==> config.mk <==
export PLATFORM = sky130hd
export DESIGN_NAME = lfjg_cell
export DESIGN_NICKNAME = d
export VERILOG_FILES = /design/src/rtl/lagged_fibonacci_junk_generator_assert.svh /design/src/rtl/lfjg_pkg.sv /design/src/rtl/lfjg_cell.sv
export SDC_FILE = /design/constraint.sdc
export NUM_CORES = 1
export LEC_CHECK = 0
export ABC_AREA = 0
export BUFFER_PORTS_ARGS = -buffer_cell sky130_fd_sc_hd__buf_2
export CORE_MARGIN = 5
export CORE_UTILIZATION = 41
export CTS_BUF_LIST = sky130_fd_sc_hd__clkbuf_8
export CTS_CLUSTER_SIZE = 25
export DETAILED_ROUTE_END_ITERATION = 10
export GPL_TIMING_DRIVEN = 0
export PLACE_DENSITY = 0.79
export SLEW_MARGIN = 20
export SYNTH_ARGS = -nofsm -noshare
export SYNTH_HDL_FRONTEND = slang
export SYNTH_SLANG_ARGS = --single-unit
==> constraint.sdc <==
create_clock -name clk_i -period 0.8 [get_ports clk_i]
set_input_delay 0.04 -clock clk_i [delete_from_list [all_inputs] [get_ports clk_i]]
set_output_delay 0.04 -clock clk_i [all_outputs]
set_load 0.05 [all_outputs]
==> src/rtl/lagged_fibonacci_junk_generator_assert.svh <==
// Assertion macros shared by the lagged Fibonacci junk generator RTL.
`ifndef LAGGED_FIBONACCI_JUNK_GENERATOR_ASSERT_SVH
`define LAGGED_FIBONACCI_JUNK_GENERATOR_ASSERT_SVH

// Checks that a condition holds at every clock edge outside reset.
`define LFJG_ASSERT_ALWAYS(name, cond, msg) \
  name: assert property (@(posedge clk_i) disable iff (!rst_ni) (cond)) else $error(msg);

// Checks that a consequent holds in the same cycle as its antecedent.
`define LFJG_ASSERT_SAME(name, ante, cons, msg) \
  name: assert property (@(posedge clk_i) disable iff (!rst_ni) (ante) |-> (cons)) \
    else $error(msg);

// Checks that a consequent holds in the cycle after its antecedent.
`define LFJG_ASSERT_NEXT(name, ante, cons, msg) \
  name: assert property (@(posedge clk_i) disable iff (!rst_ni) (ante) |=> (cons)) \
    else $error(msg);

`endif

==> src/rtl/lfjg_pkg.sv <==
// Constants and codes shared by the lagged Fibonacci junk generator.
package lfjg_pkg;

  localparam int unsigned WORD_W        = 32;
  localparam int unsigned LAG_LONG      = 521;
  localparam int unsigned LAG_SHORT     = 32;
  localparam int unsigned SEED_WORDS    = 17;
  localparam int unsigned WARMUP_ROUNDS = 4;

  localparam int unsigned IDX_W   = $clog2(LAG_LONG);
  localparam int unsigned SC_W    = $clog2(SEED_WORDS + 1);
  localparam int unsigned RND_W   = $clog2(WARMUP_ROUNDS + 1);
  localparam int unsigned SKIP_W  = 2;
  localparam int unsigned COUNT_W = 3;

  localparam int unsigned EXP_SHL  = 23;
  localparam int unsigned EXP_SHR  = 9;
  localparam int unsigned EXP_FAR  = 17;
  localparam int unsigned EXP_NEAR = 16;

  localparam int unsigned LAST_POS    = LAG_LONG - 1;
  localparam int unsigned TAP_ADVANCE = LAG_LONG - LAG_SHORT;
  localparam int unsigned TAP_FAR     = LAG_LONG - EXP_FAR;
  localparam int unsigned TAP_NEAR    = LAG_LONG - EXP_NEAR;

  localparam logic OP_LOAD  = 1'b0;
  localparam logic OP_FETCH = 1'b1;

endpackage

==> src/rtl/lfjg_cell.sv <==
// One word of the circular lag table, shifted toward the head on enable.
module lfjg_cell (
  input  logic                       clk_i,
  input  logic                       shift_i,
  input  logic [lfjg_pkg::WORD_W-1:0] word_i,
  output logic [lfjg_pkg::WORD_W-1:0] word_o
);

  logic [lfjg_pkg::WORD_W-1:0] word_q;

  always_ff @(posedge clk_i) begin
    if (shift_i) begin
      word_q <= word_i;
    end
  end

  assign word_o = word_q;

endmodule
After elaboration in Yosys (flattened, before gate mapping) --
Cells that the tools add are included.
Word-level totals: flip-flop bits (word level) 32, input port bits 34, output and inout bits 32, word-level logic and storage cells 1

Logic depth before layout (Yosys ltp) --
depth after elaboration 0, depth in mapped cells 0, gate-level depth less buffers 0

Least setup slack after synthesis --
OpenSTA, ideal clock, no wires.
kind register to output, start register word_q, in the netlist word_o[0], end output word_o[0] (netlist name), data arrival time 601 ps, data required time 760 ps, slack 159 ps, stages on the path, launching flop included 1, path buffers 0, path through edfxtp_1
RTL lines:
- start: declaration | RTL line lfjg_cell.sv:9 | logic [lfjg_pkg::WORD_W-1:0] word_q;
- start signal: assignment | RTL line lfjg_cell.sv:13 | word_q <= word_i;
- end: declaration | RTL line lfjg_cell.sv:6 | output logic [lfjg_pkg::WORD_W-1:0] word_o
No word-level cell between the ends.

Final worst setup path --
start register word_q, in the netlist word_o[16], end output word_o[16] (netlist name)
No word-level cell between the ends.

==> reports/metrics.cfg <==
[die]
rows = 17
fp.dieW_um = 58.4
fp.dieH_um = 58.4
start_util = 0.430
fp.coreArea_um2 = 2230
dieArea_um2 = 3410
ios = 66

[drt]
dr.first_iter.drc_count = 9
vias = 727
dr.pass1.iters = 4
drc_errors = 0
vias_per_cell = 4.41
drt-total-wl_um = 2800
wl_per_cell_um = 17.0
ant_nets = 0

[final_layout]
nMultiInputCombCells = 0
largest_reg_flops = 32
final_nets = 170
stdcell_area_um2 = 1920
final_cell_mix = buf_2, dlygate4sd3_1, buf_6, edfxtp_1, clkbuf_8
drive_gt1_frac = 0.511
antenna_cells = 0
multi_input_area_um2 = 0
synthToLayoutAreaGrowth_pct = 100
fill_cells = 117
final_common_cell = buf_2

[pwr]
p_seq_frac = 0.500
combPwrFrac = 0.237
p_leak_nw = 0.818
power.internal_mw = 2.97
p_per_area_nw_per_um2 = 2150
pwr-share-clk = 0.263
swShare = 0.280
ir_drop_v = 0.00201
p_switching_mw = 1.16

[min_path]
hold_start = shift_i
min_path_type = primary input to register
min_delay_path_depth = 1
min_to = word_o[14]$_DFFE_PP_

[clock_tree]
numClockSinks = 32
cts_tree = done
numCtsBuffers = 5
clockBufferDepth = 2
htree_levels = 2
path_clk_slew_ps = 60
post_cts_buffers = 0
cts_root_buffer = clkbuf_8

[synth]
muxShareOfSynthArea = 0
synth_xor_area_frac = 0
synth_compound_area_frac = 0
synth.largest_area_cell = edfxtp_1
synth_simple_gate_area_share = 0
avgSynthCellArea_um2 = 30.0
ys_ff_latch = 32
ys_warn_count = 0
ys_top_cells_by_area = edfxtp_1
synth_nets = 66
synth_area_um2 = 961
ys_types = 1
synth_top_area_share = 1.00
syn_inst = 32
synth_fa_ha_area_frac = 0
ys_seq_area_frac = 1.00

[placement]
pre_cts_ws_ps = -162
gp_congestion = 0.644
dpl_cell_area_um2 = 1320
port_buffers = 65

[timing]
maxSlewHeadroom = 0.563
setup_viol = 32
fmax_mhz = 1120
tightest_slew_ps = 655
rsz0062_at_grt = true
setup_tns_ps = -2070
final-max-slew-violation-count = 0
min_period_ps = 896
setup_ws_ps = -96.3
finalCritPeriodShare = 1.12
timing.final.hold_violations = 0

[setup_path]
crit_fanout = 1
path_buf_inv = 1
path_cells = buf_6
crit_arrival_ps = 860
critical-path-top-delay-family = flip-flops
end_kind = output port
worstSetupStartpointType = register
cp_slowest_stage_delay_ps = 410
cpMaxStageDelayCell = edfxtp_1
setup.worst_path.start = word_o[16]$_DFFE_PP_
crit_required_ps = 760
crit_type = register to output port

[flow_run]
drv_cap = 0

[global_route]
grt_max_degree = 33
first_global_vias = 819
antenna_found_initial = 0
grt_usage = 0.182
overflow = 0
grt_first_pass_wirelength_um = 4210

[status]
status = finished, violations left
violations = negative setup slack

## timing repair
| item | 4_1_cts | 5_1_grt |
|---|---|---|
| hold buffers | 32 | 0 |
| gates resized for setup | 64 | 0 |
| endpoints found under the setup margin | 32 | 32 |
| endpoints found under the hold margin | 32 | 0 |
| gates cloned | 0 | 0 |
## worst max-delay path by stage
| stage | to | slack (ps) | depth (start not counted) |
|---|---|---|---|
| after floorplan | word_o[0] | 160 | 0 |
| after global placement | word_o[1]$_DFFE_PP_ | -130 | 1 |
| after detailed placement | word_o[26]$_DFFE_PP_ | -160 | 1 |
| after CTS | word_o[13] | -100 | 1 |
| after global routing | word_o[4] | -130 | 1 |
| final | word_o[16] | -100 | 1 |
## layout make-up
| cell class | count | area [µm²] | share of cell area |
|---|---|---|---|
| Clock buffer | 5 | 68.8 | 0.0358 |
| Clock inverter | 3 | 11.3 | 0.00586 |
| Sequential cell | 32 | 961 | 0.500 |
| Tap cell | 28 | 35.0 | 0.0182 |
| Timing Repair Buffer | 97 | 846 | 0.440 |
## per-layer routing
| metal | share of wire | GRT usage | vias to the layer above |
|---|---|---|---|
| met3 | 0.098 | 0.0943 | 0 |
| met1 | 0.31 | 0.154 | 347 |
| met5 | 0 | 0 | - |
| met2 | 0.59 | 0.359 | 45 |
| li1 | - | - | 335 |
| met4 | 0 | 0.0497 | 0 |
## cells by family (layout without fill, tap and decap cells)
logic type | Yosys count | after routing
buffers and inverters | 0 | 105
flip-flops | 32 | 32
## per-stage QoR
stage / power (mW) / cells / util / hold WS [ps]
floorplan: 2.53 / 32 / - / 139
global placement: 2.74 / 125 / 0.592 / 217
detailed placement: 2.75 / 125 / 0.592 / 218
CTS: 4.16 / 165 / 0.861 / 341
global route: 4.30 / 165 / 0.861 / 358
finish: 4.13 / 165 / 0.861 / 335
## synth_stat cells
| cell | n |
|---|---|
| edfxtp_1 | 32 |
## power groups by stage
stage                     registers [mW]  logic, mW  clock network, mW
after floorplan                     2.53          0                  0
after global placement              2.05      0.689                  0
after detailed placement            2.06      0.696                  0
after CTS                           2.06      0.970               1.14
after global routing                2.07       1.02               1.21
final                               2.06      0.980               1.09
Power figures use the tool's default switching activity.
